===== src/hdl/vts_pkg.sv =====
// Package for the VLAN tag swap stream block.
// Holds header constants and the per-request expansion type; no dependencies.
package vts_pkg;

  localparam logic [15:0] TPID_CTAG = 16'h8100;
  localparam logic [15:0] TPID_STAG = 16'h88A8;
  localparam logic [11:0] VID_MASK  = 12'hFFF;
  localparam logic [11:0] VID_RESET = 12'd1;

  localparam int unsigned MAX_RES  = 6;
  localparam int unsigned HELD_LEN = 5;

  localparam logic [4:0] POS_TYPE_HI = 5'd12;
  localparam logic [4:0] POS_TYPE_LO = 5'd13;
  localparam logic [4:0] POS_TAG_END = 5'd17;
  localparam logic [4:0] POS_SAT     = 5'd18;

  typedef struct packed {
    logic [MAX_RES-1:0][7:0] data;
    logic [2:0]              cnt;
    logic                    last;
  } vts_res_t;

endpackage


===== src/hdl/vts_hdr_proc.sv =====
// Header tracker and rewrite logic: expands one input request into 0..6 bytes.
// Depends on vts_pkg.
module vts_hdr_proc (
  input  logic              clk_i,
  input  logic              rst_ni,
  input  logic              accept_i,
  input  logic [7:0]        byte_i,
  input  logic              last_i,
  input  logic [11:0]       vid_i,
  output vts_pkg::vts_res_t res_o
);

  logic [4:0] pos_q, pos_d;
  logic       strip_q, strip_d;
  logic [7:0] held_q [vts_pkg::HELD_LEN];
  logic [4:0] rel;
  logic [2:0] k;
  logic       held_we;
  logic       is_vlan;
  logic [11:0] tci;

  assign rel     = pos_q - vts_pkg::POS_TYPE_HI;
  assign k       = rel[2:0];
  assign held_we = (pos_q >= vts_pkg::POS_TYPE_HI) && (pos_q < vts_pkg::POS_TAG_END);
  assign is_vlan = ({held_q[0], byte_i} == vts_pkg::TPID_CTAG) ||
                   ({held_q[0], byte_i} == vts_pkg::TPID_STAG);
  assign tci     = vid_i & vts_pkg::VID_MASK;

  always_comb begin
    res_o      = '0;
    res_o.last = last_i;
    if (pos_q < vts_pkg::POS_TYPE_HI || pos_q >= vts_pkg::POS_SAT) begin
      res_o.data[0] = byte_i;
      res_o.cnt     = 3'd1;
    end else if (pos_q == vts_pkg::POS_TYPE_HI) begin
      if (last_i) begin
        res_o.data[0] = byte_i;
        res_o.cnt     = 3'd1;
      end
    end else if (pos_q == vts_pkg::POS_TYPE_LO) begin
      if (is_vlan) begin
        if (last_i) begin
          res_o.data[0] = held_q[0];
          res_o.data[1] = byte_i;
          res_o.cnt     = 3'd2;
        end
      end else begin
        res_o.data[0] = vts_pkg::TPID_CTAG[15:8];
        res_o.data[1] = vts_pkg::TPID_CTAG[7:0];
        res_o.data[2] = {4'd0, tci[11:8]};
        res_o.data[3] = tci[7:0];
        res_o.data[4] = held_q[0];
        res_o.data[5] = byte_i;
        res_o.cnt     = 3'd6;
      end
    end else if (!strip_q) begin
      res_o.data[0] = byte_i;
      res_o.cnt     = 3'd1;
    end else if (pos_q < vts_pkg::POS_TAG_END) begin
      if (last_i) begin
        for (int i = 0; i < vts_pkg::HELD_LEN; i++) begin
          res_o.data[i] = (3'(i) == k) ? byte_i : held_q[i];
        end
        res_o.cnt = k + 3'd1;
      end
    end else begin
      res_o.data[0] = held_q[4];
      res_o.data[1] = byte_i;
      res_o.cnt     = 3'd2;
    end
  end

  always_comb begin
    pos_d   = pos_q;
    strip_d = strip_q;
    if (last_i) begin
      pos_d   = '0;
      strip_d = 1'b0;
    end else begin
      if (pos_q < vts_pkg::POS_SAT) begin
        pos_d = pos_q + 5'd1;
      end
      if (pos_q == vts_pkg::POS_TYPE_LO && is_vlan) begin
        strip_d = 1'b1;
      end
    end
  end

  always_ff @(posedge clk_i or negedge rst_ni) begin
    if (!rst_ni) begin
      pos_q   <= '0;
      strip_q <= 1'b0;
    end else if (accept_i) begin
      pos_q   <= pos_d;
      strip_q <= strip_d;
    end
  end

  always_ff @(posedge clk_i) begin
    if (accept_i && held_we) begin
      held_q[k] <= byte_i;
    end
  end

endmodule


===== src/hdl/vlan_tag_swap_stream_top.sv =====
// Top level of the VLAN tag swap stream block.
// Depends on vts_pkg and vts_hdr_proc.
//
// Usage:
//   Frames enter one byte per request on the s_axis channel, tlast on the
//   final byte, and leave rewritten on the m_axis channel. Untagged frames
//   get an 802.1Q tag (TPID 0x8100, VID from cfg_wdata_i) after the MAC
//   addresses; frames with TPID 0x8100 or 0x88A8 lose their outer tag.
//   Short frames pass unchanged.
//   A byte that yields output goes through the burst register, then the
//   output register, to m_axis. Throughput: one byte per cycle while
//   m_axis_tready is high; the burst register drains one byte a cycle.
//   An untagged frame's EtherType low byte expands to six bytes (input held
//   off while they drain); under tag removal the inner EtherType low byte
//   yields two and a short tagged frame flushes up to five on its last byte.
//   The burst register and the output register let one new request in
//   while a result waits on a stalled receiver; beyond that s_axis_tready
//   drops until m_axis_tready returns.
//   Reset clears the frame position and the tag state, empties both registers and
//   sets the pushed VID to 1. Write cfg_we_i only while the block is idle.
module vlan_tag_swap_stream_top (
  input  logic        clk_i,
  input  logic        rst_ni,
  input  logic        cfg_we_i,
  input  logic [11:0] cfg_wdata_i,   // push_vlan_id
  input  logic        s_axis_tvalid,
  output logic        s_axis_tready,
  input  logic [7:0]  s_axis_tdata,  // in_byte
  input  logic        s_axis_tlast,
  output logic        m_axis_tvalid,
  input  logic        m_axis_tready,
  output logic [7:0]  m_axis_tdata,  // out_byte
  output logic        m_axis_tlast
);

  logic [11:0]       vid_q;
  vts_pkg::vts_res_t res;
  logic [vts_pkg::MAX_RES-1:0][7:0] burst_q;
  logic [2:0]        cnt_q, idx_q;
  logic              blast_q;
  logic              busy, out_load, drain_done, accept;
  logic              ovalid_q;
  logic [7:0]        odata_q;
  logic              olast_q;

  assign busy          = (cnt_q != 3'd0);
  assign out_load      = busy && (!ovalid_q || m_axis_tready);
  assign drain_done    = out_load && (idx_q == cnt_q - 3'd1);
  assign s_axis_tready = !busy || drain_done;
  assign accept        = s_axis_tvalid && s_axis_tready;

  always_ff @(posedge clk_i or negedge rst_ni) begin
    if (!rst_ni) begin
      vid_q <= vts_pkg::VID_RESET;
    end else if (cfg_we_i) begin
      vid_q <= cfg_wdata_i & vts_pkg::VID_MASK;
    end
  end

  vts_hdr_proc u_hdr_proc (
    .clk_i    (clk_i),
    .rst_ni   (rst_ni),
    .accept_i (accept),
    .byte_i   (s_axis_tdata),
    .last_i   (s_axis_tlast),
    .vid_i    (vid_q),
    .res_o    (res)
  );

  always_ff @(posedge clk_i or negedge rst_ni) begin
    if (!rst_ni) begin
      cnt_q <= '0;
      idx_q <= '0;
    end else if (accept) begin
      cnt_q <= res.cnt;
      idx_q <= '0;
    end else if (drain_done) begin
      cnt_q <= '0;
      idx_q <= '0;
    end else if (out_load) begin
      idx_q <= idx_q + 3'd1;
    end
  end

  always_ff @(posedge clk_i) begin
    if (accept) begin
      burst_q <= res.data;
      blast_q <= res.last;
    end
  end

  always_ff @(posedge clk_i or negedge rst_ni) begin
    if (!rst_ni) begin
      ovalid_q <= 1'b0;
    end else if (out_load) begin
      ovalid_q <= 1'b1;
    end else if (m_axis_tready) begin
      ovalid_q <= 1'b0;
    end
  end

  always_ff @(posedge clk_i) begin
    if (out_load) begin
      odata_q <= burst_q[idx_q];
      olast_q <= blast_q && drain_done;
    end
  end

  assign m_axis_tvalid = ovalid_q;
  assign m_axis_tdata  = odata_q;
  assign m_axis_tlast  = olast_q;

endmodule


===== config.mk =====
export PLATFORM = sky130hd
export DESIGN_NAME = vlan_tag_swap_stream_top
export DESIGN_NICKNAME = d
export VERILOG_FILES = /design/src/hdl/vts_pkg.sv /design/src/hdl/vts_hdr_proc.sv /design/src/hdl/vlan_tag_swap_stream_top.sv
export SDC_FILE = /design/constraint.sdc
export NUM_CORES = 1
export LEC_CHECK = 0
export BUFFER_PORTS_ARGS = -buffer_cell sky130_fd_sc_hd__buf_2
export CELL_PAD_IN_SITES_DETAIL_PLACEMENT = 1
export CELL_PAD_IN_SITES_GLOBAL_PLACEMENT = 1
export CORE_MARGIN = 1
export CORE_UTILIZATION = 45
export CTS_CLUSTER_DIAMETER = 200
export CTS_CLUSTER_SIZE = 40
export DETAILED_ROUTE_END_ITERATION = 12
export PLACE_DENSITY_LB_ADDON = 0.15
export SKIP_CTS_REPAIR_TIMING = 1
export SYNTH_ARGS = -nofsm -noshare
export SYNTH_HDL_FRONTEND = slang
export SYNTH_SLANG_ARGS = --single-unit

===== constraint.sdc =====
create_clock -name clk_i -period 2.3 [get_ports clk_i]
set_input_delay 0.23 -clock clk_i [delete_from_list [all_inputs] [get_ports clk_i]]
set_output_delay 0.23 -clock clk_i [all_outputs]
set_load 0.05 [all_outputs]

# After elaboration in Yosys (flattened, before gate mapping)
# Memories as Yosys holds them, arrays and structs flattened.
# Cells that the tools add are included.
[classes]
n_eq_ne = 9
n_bitwise = 1
n_div = 0
mul = 0
n_lt_le_gt_ge = 6
muxes = 34
n_shift = 0
reduce_logical = 24
add_sub_neg = 5
[ops]
columns = ["cell", "count"]
rows = [
  ["43-bit two-way mux", 4],
  ["19-bit two-way mux", 3],
  ["24-bit two-way mux", 2],
  ["8-bit two-way mux", 6],
  ["11-bit two-way mux", 4],
  ["16-bit == test, second input constant", 2],
  ["32-bit two-way mux", 1],
  ["8-bit binary-select mux with 3-bit select", 1],
  ["3-bit two-way mux", 5],
  ["5-bit by 4-bit == test with 1-bit output, second input constant", 2],
  ["5-bit less-than comparator, second input constant", 2],
  ["5-bit two-way mux", 2],
  ["2-bit nonzero test", 4],
  ["1-bit logical AND", 7],
  ["3-bit by 1-bit adder with 3-bit output, second input constant", 2],
  ["2-bit by 3-bit == test with 1-bit output, first input constant", 2],
  ["1-bit two-way mux", 6],
  ["3-bit nonzero test", 2],
  ["5-bit by 1-bit adder with 5-bit output, second input constant", 1],
  ["5-bit by 4-bit >= comparator with 1-bit output, second input constant", 1],
  ["5-bit >= comparator, second input constant", 1],
  ["5-bit by 4-bit less-than comparator with 1-bit output, second input constant", 1],
  ["1-bit logical OR", 4],
  ["3-bit by 4-bit less-than comparator with 1-bit output, second input constant", 1],
  ["other kinds (11)", 13],
]
[word_totals]
elab_cells = 95
n_memories = 1
latch_bits = 0
inputBits = 26
ram_bits = 40
output_inout_bits = 11
regBits = 83
rom_bits = 0
[memory_table]
columns = ["name", "words", "word_bits", "rd", "rd_ports_with_merged_regs", "write_ports", "line_no", "text"]
rows = [
  ["u_hdr_proc.held_q", 5, 8, 5, 0, 1, "vts_hdr_proc.sv:15", "logic [7:0] held_q [vts_pkg::HELD_LEN];"],
]

# Longest topological paths before layout
# Gate-level depths: netlist (run 1).
[logic_depth]
depth_word = 12
ltp_mapped = 9
depth_no_buf = 8

# Hierarchy
# From an unflattened synthesis (run 1), not the netlist that was laid out.
[unflattened]
cells_unflattened = 475
hier_area_um2 = 6077.1
[modules_own_cells]
columns = ["module", "area_per_inst_um2", "cells_each", "instances"]
rows = [
  ["vlan_tag_swap_stream_top", 3041.7, 167, 1],
  ["vts_hdr_proc", 3035.4, 308, 1],
]

# Worst setup path before layout (run 1)
# Ideal clock, no wire load.
[synth_timing]
kind = "reg2reg"
start = "reg cnt_q[0]"
end = "mem u_hdr_proc.held_q[1][0], enable pin"
setup_time_ns = 0.383
required_ns = 1.917
path_stages_with_launch = 8
path_slack_ns = -0.251
arrival_time_ns = 2.168
cell_sequence = "dfrtp_1 > inv_1 > ha_1 > xor2_1 > nand2_1 > o41ai_4 > nand2_1 > nor3_1"
[synth_via]
elab_chain_len = 8
elab_cells_between_ends = 11
cone_classes = "add/sub (1); eq/ne (1); mux (2); reduce/logical (7)"
[synth_rtl]
columns = ["element", "line_no", "text"]
rows = [
  ["from (decl)", "vlan_tag_swap_stream_top.sv:39", "logic [2:0] cnt_q, idx_q;"],
  ["from (signal assigned)", "vlan_tag_swap_stream_top.sv:75", "cnt_q <= res.cnt;"],
  ["3-bit by 1-bit subtractor with 3-bit output or 3-bit nonzero test (tied branches)", "vlan_tag_swap_stream_top.sv:48, vlan_tag_swap_stream_top.sv:46", ""],
  ["3-bit == test or 1-bit logical AND (tied branches)", "vlan_tag_swap_stream_top.sv:48, vlan_tag_swap_stream_top.sv:47", ""],
  ["1-bit logical AND", "vlan_tag_swap_stream_top.sv:48", "assign drain_done = out_load && (idx_q == cnt_q - 3'd1);"],
  ["1-bit logical OR *", "vlan_tag_swap_stream_top.sv:49", "assign s_axis_tready = !busy || drain_done;"],
  ["1-bit logical AND *", "vlan_tag_swap_stream_top.sv:50", "assign accept = s_axis_tvalid && s_axis_tready;"],
  ["1-bit logical AND *", "vts_hdr_proc.sv:100", "if (accept_i && held_we) begin"],
  ["1-bit two-way mux *", "vts_hdr_proc.sv:100", ""],
  ["1-bit two-way mux (not written as such) *", "vts_hdr_proc.sv:101", "held_q[k] <= byte_i;"],
  ["to (decl)", "vts_hdr_proc.sv:15", ""],
]
# Every way passes the cells marked *; elsewhere a longest branch is shown, timed or not.

# Worst setup path in the final report (run 1)
[layout_timing]
start = "reg cnt_q[0]"
end = "out s_axis_tready"
[layout_via]
elab_chain_len = 4
elab_cells_between_ends = 7
cone_classes = "add/sub (1); eq/ne (1); reduce/logical (5)"
[layout_rtl]
columns = ["element", "line_no", "text"]
rows = [
  ["3-bit by 1-bit subtractor with 3-bit output or 3-bit nonzero test (tied branches)", "vlan_tag_swap_stream_top.sv:48, vlan_tag_swap_stream_top.sv:46", ""],
  ["3-bit == test or 1-bit logical AND (tied branches)", "vlan_tag_swap_stream_top.sv:48, vlan_tag_swap_stream_top.sv:47", ""],
  ["1-bit logical AND", "vlan_tag_swap_stream_top.sv:48", ""],
  ["1-bit logical OR *", "vlan_tag_swap_stream_top.sv:49", ""],
  ["to (decl)", "vlan_tag_swap_stream_top.sv:27", "output logic s_axis_tready,"],
]
# Marks and branches as above.

==> impl_summary.txt, run 1 <==
----------------------------------------------------
[Floorplan]
  Horizontal die dimension ... 117 um
  Number of placement rows ... 41
  Core Area ... around 13000 sq um
  Vert. Die Dim ... 117 um
  I/O pin count ... 37
  Area of the die ... around 14000 sq um
  Initial core utilization ... about 47%

[Detailed routing]
  Number of vias per cell ... 5.70
  Routed len/inst ... approximately 22 um
  Detailed Route WL ... between 15000 and 20000 um
  Total via count in the routed design ... roughly 4000
  Drt first pass iters ... 4
  DR iter-0 viols ... 277
  Total DRC errors in the routed layout ... 0
  Number of antenna-violating nets in the routed design ... 0

[Synthesis]
  Most used flip-flop cell after synthesis ... sky130_fd_sc_hd__edfxtp_1
  Post-Synthesis Mean Instance Area ... between 10 and 15 sq um
  Cell taking the most area after synthesis ... sky130_fd_sc_hd__edfxtp_1
  Distinct cell type count after synthesis ... 57
  Synth Register Bits ... about 120
  Cell types with the largest area share after synthesis ... sky130_fd_sc_hd__edfxtp_1 50%, sky130_fd_sc_hd__dfrtp_1 10%, sky130_fd_sc_hd__mux2i_1 6.3%, sky130_fd_sc_hd__o2bb2ai_1 3.1%, sky130_fd_sc_hd__mux4_2 3.0%
  Fraction of registers with async set/reset ... between 20% and 30%
  Number of standard cells after synthesis ... about 450
  Number of synthesized flops with an enable pin ... approximately 100
  Yosys warning total ... 0
  Fraction of post-synthesis cell area in the top cell type by area ... between 40 and 50%
  Sequential element share of the synthesized area ... between 60% and 70%
  Net count after synthesis ... slightly below 500
  Synth cell count leaders ... 98 x sky130_fd_sc_hd__edfxtp_1, 37 x sky130_fd_sc_hd__mux2i_1, 34 x sky130_fd_sc_hd__nand2_1
  Leading cell type by number of instances after synthesis ... sky130_fd_sc_hd__edfxtp_1
  Netlist area before placement ... just under 6000 sq um

[Clock tree]
  TritonCTS clock tree ... yes
  CTS sink count ... roughly 120
  Root Buffer Master ... sky130_fd_sc_hd__clkbuf_16
  CTS max path bufs ... 2
  Insertion delay to the later sink of the worst-skew pair ... ~420 ps
  Total CTS buffers ... 17
  CTS clock-pin slew for the worst setup and hold paths ... roughly 60 ps
  H-tree depth reported by CTS ... 4

[Global route]
  Initial antenna violation count ... 0
  Global-route wire length before repair ... 24800 um
  All-layer global routing usage ... between 20% and 30%
  Residual overflow from global routing ... 0
  Number of global-route vias before repair ... between 4000 and 5000
  Pin count of the biggest net entering global routing ... 53

[Pwr]
  Max IR drop VDD ... between 0.7 and 0.8 mV
  Static Leakage ... about 2.8 nW
  Power density over the cells ... 1110 nW/um^2

[Final layout]
  Share of the core filled with cells ... 57.4%
  Count of nets after finishing ... between 500 and 600
  Fraction of final layout cells sized beyond drive strength 1 ... around 30%
  Number of antenna repair diodes ... 0
  Signed area change from the synthesized netlist to the final layout ... 23.3%

[Setup path]
  Launching element type of the critical path ... flip-flop
  Type of the worst setup path ... reg2out
  Number of buffer and inverter stages on the critical path ... 2
  Arrival time at the worst endpoint ... 2070 ps
  Required time of the critical path ... approximately 2100 ps
  Maximum fanout along the worst path ... 3
  Kind of cell with the highest combined delay on the critical path ... simple AND/OR/NAND/NOR gates
  Crit. End Element ... output port
  Peak per-stage delay on the critical path ... ~420 ps
  Max stage delay cell, worst path ... sky130_fd_sc_hd__or3_4
  CP cell instances ... inv_2 > ha_4 > xor2_1 > nand2_1 > or3_4 > nand2_2 > buf_8

[Timing]
  Total Negative Setup Slacks ... 0 ps
  Final worst hold slack ... approximately 33 ps
  Final period util ... 99.9%
  Fmax ... 0.435 GHz
  Worst slew pin tran ... approximately 650 ps
  Setup Viol. Count Final ... 0
  Setup clock skew after layout ... between 10 and 15 ps
  Pins Over Slew Limit ... 0
  Final hold violations ... 0
  Time the final worst path needs with I/O delays and setup ... ~2300 ps
  Worst-case setup margin in the final layout ... around 2.3 ps
  Setup repair after global routing missed its margin ... true
  Relative max-transition margin ... around 56%

[Place]
  HPWL after detailed placement ... 11300 um
  Minimum setup slack after placement ... roughly 40 ps
  Number of buffer cells added on primary ports ... 36
  RePlAce Congestion ... approximately 0.84

[Status]
  Outcome ... completed

[Job]
  Count of max-cap constraint violations ... 0

[Worst hold path]
  Path type of the worst min-delay path ... in2reg

----------------------------------------------------
state kept, by name (all words and copies together), names as in the netlist:
register	count
cnt_q	3
u_hdr_proc.pos_q	5
m_axis_tlast	1
u_hdr_proc.held_q	40
m_axis_tdata	8
idx_q	3
vid_q	12
m_axis_tvalid	1
blast_q	1
burst_q	48
u_hdr_proc.strip_q	1
layout by cell type (no fill, tap or decap), drive strengths merged, types with 3 or more instances in the layout:
master and instances:
o211ai 5, nor4 5, buf 83, a32o 3, nand2b 4, nand2 34
nor2 21, mux2 12, a22o 4, o22ai 10, or3 3, a21oi 25
edfxtp 98, nand3 6, clkinv 6, clkbuf 22, o21ai 16, dfrtp 24
nand4 3, nor3 7, o31ai 3, ha 9, and2 10, o2bb2ai 21
mux2i 37, mux4 8, inv 22, a31oi 3, xor2 3
cell families (layout without fill, tap and decap cells):
kind of cell    Yosys count  count (layout)  synth area share, %
xor+xnor                  5               5                0.740
flops                   123             123                 60.3
fa+ha+maj                 9               9                 1.90
compound gates          103             103                 12.8
simple gates            104             104                 9.11
buf+inv                  50             136                 3.57
mux                      57              57                 11.6
metal layers:
| layer | up-vias | part of all wire, % | track usage, % |
|---|---|---|---|
| met2 | 122 | 48 | 41.5 |
| li1 | 1868 | - | - |
| met4 | 0 | 1.7 | 6.92 |
| met5 | - | 0 | 0 |
| met1 | 2034 | 46 | 34.8 |
| met3 | 20 | 4.1 | 5.29 |
final timing paths:
check / from / to / slack [ps] / cells after the start
setup / recovery: cnt_q[0] / s_axis_tready / 2 / 7
hold / removal: cfg_wdata_i[8] / vid_q[8] / 30 / 2
setup reg to reg: cnt_q[0] / u_hdr_proc.held_q[4][6] / 70 / 8
hold reg to reg: vid_q[1] / vid_q[1] / 510 / 1
max in group asynchronous: rst_ni / u_hdr_proc.pos_q[1] / 1510 / 2
min in group asynchronous: rst_ni / u_hdr_proc.pos_q[0] / 360 / 2
power by group:
part	internal [mW]	leakage [nW]	switching [mW]
logic	0.900	1.25	1.47
registers	2.92	1.22	0.148
clock network	1.67	0.299	1.00
total	5.49	2.77	2.62
cell type report:
cell class	instances	area, sq um
clock inverter	10	73.8
tap	172	215
multi-input combinational	278	2210
timing repair buffer	84	619
fill	1307	5420
sequential	123	3570
inverter	20	75.1
clock buffer	22	539
metrics by stage:
stage	std cells	cell area, sq um	power, mW
6_report	709	7300	8.11
5_1_grt	709	7300	8.49
3_3_place_gp	671	6590	5.25
2_1_floorplan	451	5950	4.68
3_5_place_dp	671	6590	5.34
4_1_cts	703	7200	8.00
No activity file was read; power rests on OpenSTA's default activity.
==> inputs of run 2 (changes only) <==
--- a/config.mk
+++ b/config.mk
@@ -5,16 +5,19 @@
 export SDC_FILE = /design/constraint.sdc
 export NUM_CORES = 1
 export LEC_CHECK = 0
+export ABC_AREA = 1
 export BUFFER_PORTS_ARGS = -buffer_cell sky130_fd_sc_hd__buf_2
 export CELL_PAD_IN_SITES_DETAIL_PLACEMENT = 1
 export CELL_PAD_IN_SITES_GLOBAL_PLACEMENT = 1
 export CORE_MARGIN = 1
-export CORE_UTILIZATION = 45
+export CORE_UTILIZATION = 43
 export CTS_CLUSTER_DIAMETER = 200
 export CTS_CLUSTER_SIZE = 40
 export DETAILED_ROUTE_END_ITERATION = 12
 export PLACE_DENSITY_LB_ADDON = 0.15
+export SETUP_SLACK_MARGIN = 0.5
 export SKIP_CTS_REPAIR_TIMING = 1
 export SYNTH_ARGS = -nofsm -noshare
 export SYNTH_HDL_FRONTEND = slang
+export SYNTH_HIERARCHICAL = 1
 export SYNTH_SLANG_ARGS = --single-unit
==> run 2 against run 1 <==
The run now ends with negative setup slack left. Clock power about the same. Clock skew decreased by 1.8 ps. Synthesized area is 6.3% higher. Routed wire length grew 72%. Flip-flop and latch count did not move. Cell area rose by 24%. Cell count rose by 39%. Total power grew 19%. Sequential share of layout area down 9.4 points. First-iteration DRC count increased by 73%. Maximum frequency fell by 4.3%. Critical path type is now reg2reg. Largest cell class unchanged.
==> impl_summary.txt, run 2 <==
----------------------------------------------------
[Final layout]
  Number of standard cells in the final layout excluding fillers ... ~990
  Largest registers ... burst_q (48), u_hdr_proc/held_q (40), vid_q (12)
  Fill cell count ... roughly 1500
  Leading cell type in the layout, fill and taps excluded ... sky130_fd_sc_hd__edfxtp_1
  Area of combinational cells with multiple inputs ... slightly above 3000 sq um
  Number of antenna repair diodes ... 0
  Max reg flops ... between 40 and 50
  Signed area change from the synthesized netlist to the final layout ... 43.9%
  Fraction of final layout cells sized beyond drive strength 1 ... a little over two fifths
  Register Area ... around 3600 sq um
  Post-route cell area ... between 9000 and 10000 sq um
  Share of the core filled with cells ... between 60% and 70%
  Count of nets after finishing ... 830
  Most frequent cells in the layout ... 98 x sky130_fd_sc_hd__edfxtp_1, 93 x sky130_fd_sc_hd__nand2_1, 72 x sky130_fd_sc_hd__nor2_1
  Top reg by flops ... burst_q

[Synthesis]
  Sequential element share of the synthesized area ... between 50 and 60%
  Leading cell type by number of instances after synthesis ... sky130_fd_sc_hd__nand2_1
  Synth cell count leaders ... 127 x sky130_fd_sc_hd__nand2_1, 98 x sky130_fd_sc_hd__edfxtp_1, 81 x sky130_fd_sc_hd__nor2_1
  Post-Synthesis Mean Instance Area ... 9.54 sq um
  Distinct cell type count after synthesis ... 38
  Number of synthesized flops with an enable pin ... 98
  Number of standard cells after synthesis ... 660
  Cell taking the most area after synthesis ... sky130_fd_sc_hd__edfxtp_1
  Fraction of post-synthesis cell area in the top cell type by area ... 46.8%
  Yosys warning total ... 6
  Fraction of registers with async set/reset ... just over 20%
  Netlist area before placement ... around 6300 sq um
  Cell types with the largest area share after synthesis ... sky130_fd_sc_hd__edfxtp_1 47%, sky130_fd_sc_hd__dfrtp_1 9.5%, sky130_fd_sc_hd__nand2_1 7.6%, sky130_fd_sc_hd__nor2_1 4.8%, sky130_fd_sc_hd__o21ai_0 4.7%
  Net count after synthesis ... approximately 700
  Synth Register Bits ... roughly 120
  Most used flip-flop cell after synthesis ... sky130_fd_sc_hd__edfxtp_1

[Timing]
  Fmax ... 0.416 GHz
  Worst-case setup margin in the final layout ... -102 ps
  Worst slew pin tran ... about 610 ps
  Final period util ... 104%
  Relative max-transition margin ... 59.5%
  Setup clock skew after layout ... between 9 and 10 ps
  Pins Over Slew Limit ... 0
  Setup repair after global routing missed its margin ... true
  Time the final worst path needs with I/O delays and setup ... approximately 2400 ps
  Setup Viol. Count Final ... 34
  Final hold violations ... 0

[Setup path]
  Maximum fanout along the worst path ... 4
  Worst reg2reg startpoint ... cnt_q[1]
  Launch point of the worst path ... cnt_q[1]
  Crit. path cell count ... 14
  Number of buffer and inverter stages on the critical path ... 4
  Capturing element of the worst setup path ... u_hdr_proc/pos_q[3]
  Type of the worst setup path ... reg2reg
  Peak per-stage delay on the critical path ... about 400 ps
  Max stage delay cell, worst path ... sky130_fd_sc_hd__dfrtp_1
  CP cell instances ... inv_2 > ha_4 > nand2_1 > nand2_2 > nor2_4 > nand3_4 > a21oi_4 > buf_4 > buf_6 > nand2_1 > inv_2 > nor2_2 > o21ai_1 > nor3b_2
  Launching element type of the critical path ... flip-flop
  Arrival time at the worst endpoint ... 2740 ps
  Worst reg2reg setup slack ... -100 ps
  R2R depth ... 14
  Required time of the critical path ... 2630 ps
  Kind of cell with the highest combined delay on the critical path ... simple AND/OR/NAND/NOR gates
  Crit. End Element ... flip-flop
  Endpoint of the worst register-to-register path ... u_hdr_proc/pos_q[3]

[Clock tree]
  CTS max path bufs ... 2
  H-tree depth reported by CTS ... 4
  Total CTS buffers ... 17
  CTS clock-pin slew for the worst setup and hold paths ... ~60 ps
  CTS sink count ... between 100 and 150
  TritonCTS clock tree ... yes
  Root Buffer Master ... sky130_fd_sc_hd__clkbuf_16
  Insertion delay to the later sink of the worst-skew pair ... 430 ps

[Pwr]
  Clock share of power ... between 20% and 30%
  Switching Fraction ... between 30% and 40%
  Portion of total power attributed to sequential cells ... ~33%
  Max IR drop VDD ... 0.543 mV
  Power density over the cells ... 1060 nW/um^2
  Static Leakage ... ~3.6 nW
  Total Power Consumption ... 9.64 mW
  Switching pwr ... 3.64 mW
  Power Internal ... between 5 and 6 mW
  Part of the power in combinational logic ... roughly two fifths

[Place]
  Number of buffer cells added on primary ports ... 36
  Minimum setup slack after placement ... -57.1 ps
  Post-placement cell count ... 896
  HPWL after detailed placement ... 15300 um
  RePlAce Congestion ... 0.985
  Placed cell areas ... between 7000 and 8000 sq um

[Floorplan]
  Horizontal die dimension ... roughly 120 um
  Number of placement rows ... 43
  Area of the die ... roughly 15000 sq um
  I/O pin count ... 37
  Initial core utilization ... between 40% and 50%
  Vert. Die Dim ... approximately 120 um
  Core Area ... about 14000 sq um

[Detailed routing]
  DR top layer ... met4
  Drt first pass iters ... 5
  Detailed Route WL ... roughly 27000 um
  Total DRC errors in the routed layout ... 0
  Met3 wirelength from detailed routing ... roughly 1900 um
  Routed len/inst ... 27.4 um
  DR iter-0 viols ... around 480
  Met2 WL post-DR ... approximately 14000 um
  Total via count in the routed design ... about 6000
  Number of antenna-violating nets in the routed design ... 0
  Met1 wire length ... ~9800 um
  Number of vias per cell ... ~6.1

[Global route]
  Initial antenna violation count ... 0
  Global-route wire length before repair ... approximately 32000 um
  Pin count of the biggest net entering global routing ... between 40 and 50
  Residual overflow from global routing ... 0
  Number of global-route vias before repair ... roughly 5600
  All-layer global routing usage ... 29.7%

[Status]
  Outcome ... complete, but fails checks
  Violated checks ... negative setup slack

[Job]
  Count of max-cap constraint violations ... 0

[Worst hold path]
  Path type of the worst min-delay path ... in2reg
  Hold path depth ... 2

----------------------------------------------------
run 2: cell types whose count changed after synthesis, sizes merged, moves of 21 or more:
cell     delta
o21ai      +52
nor2       +65
nand3      +25
inv        +30
o2bb2ai    -21
mux2i      -37
nand2     +103
run 2: kinds of logic (layout without fill, tap and decap cells):
kind of cell	count (synthesis)	in the layout	synth area share (%)
AOI/OAI and AO/OA	147	147	13.1
xor gates and xnor gates	2	2	0.278
and+or+nand+nor	286	286	20.4
adders and majority gates	9	9	1.79
muxes	12	12	2.15
DFF	123	123	56.7
buffers and inverters	81	229	5.55
run 2: power by group through the flow:
stage	Clock (mW)	Combinational, mW	Sequential (mW)
2_1_floorplan	0	1.46	3.52
3_3_place_gp	0	2.57	3.22
3_5_place_dp	0	2.66	3.23
4_1_cts	2.68	2.71	3.20
5_1_grt	2.80	3.94	3.26
6_report	2.70	3.72	3.22
run 2: routing by layer:
layer,vias to the layer above,GRT usage (%)
li1,2566,-
met3,131,5.77
met1,2975,35.1
met5,-,0
met2,355,52.0
met4,0,13.7
run 2: how the worst min path moves through the flow:
stage / start / end / slack (ps)
detailed placement: rst_ni / vid_q[6] / 270
finish: cfg_wdata_i[6] / vid_q[6] / 40
global route: cfg_wdata_i[11] / vid_q[11] / 30
global placement: rst_ni / vid_q[5] / 250
floorplan: rst_ni / cnt_q[0] / -70
CTS: rst_ni / vid_q[6] / -180
run 2: area by class of cell:
class	count	area share, %
multi-input combinational	456	34.2
timing repair buffer	144	14.6
inverter	53	2.72
tap	180	2.49
clock inverter	14	1.70
sequential	123	39.5
clock buffer	18	4.74
run 2: metrics by stage:
step                      TNS, ps  hold slack (ps)
after CTS                   -2160             -182
final                        -829             39.7
after detailed placement    -1210              267
after global placement          0              251
after global routing        -3210             34.3
after floorplan            -40010            -65.6
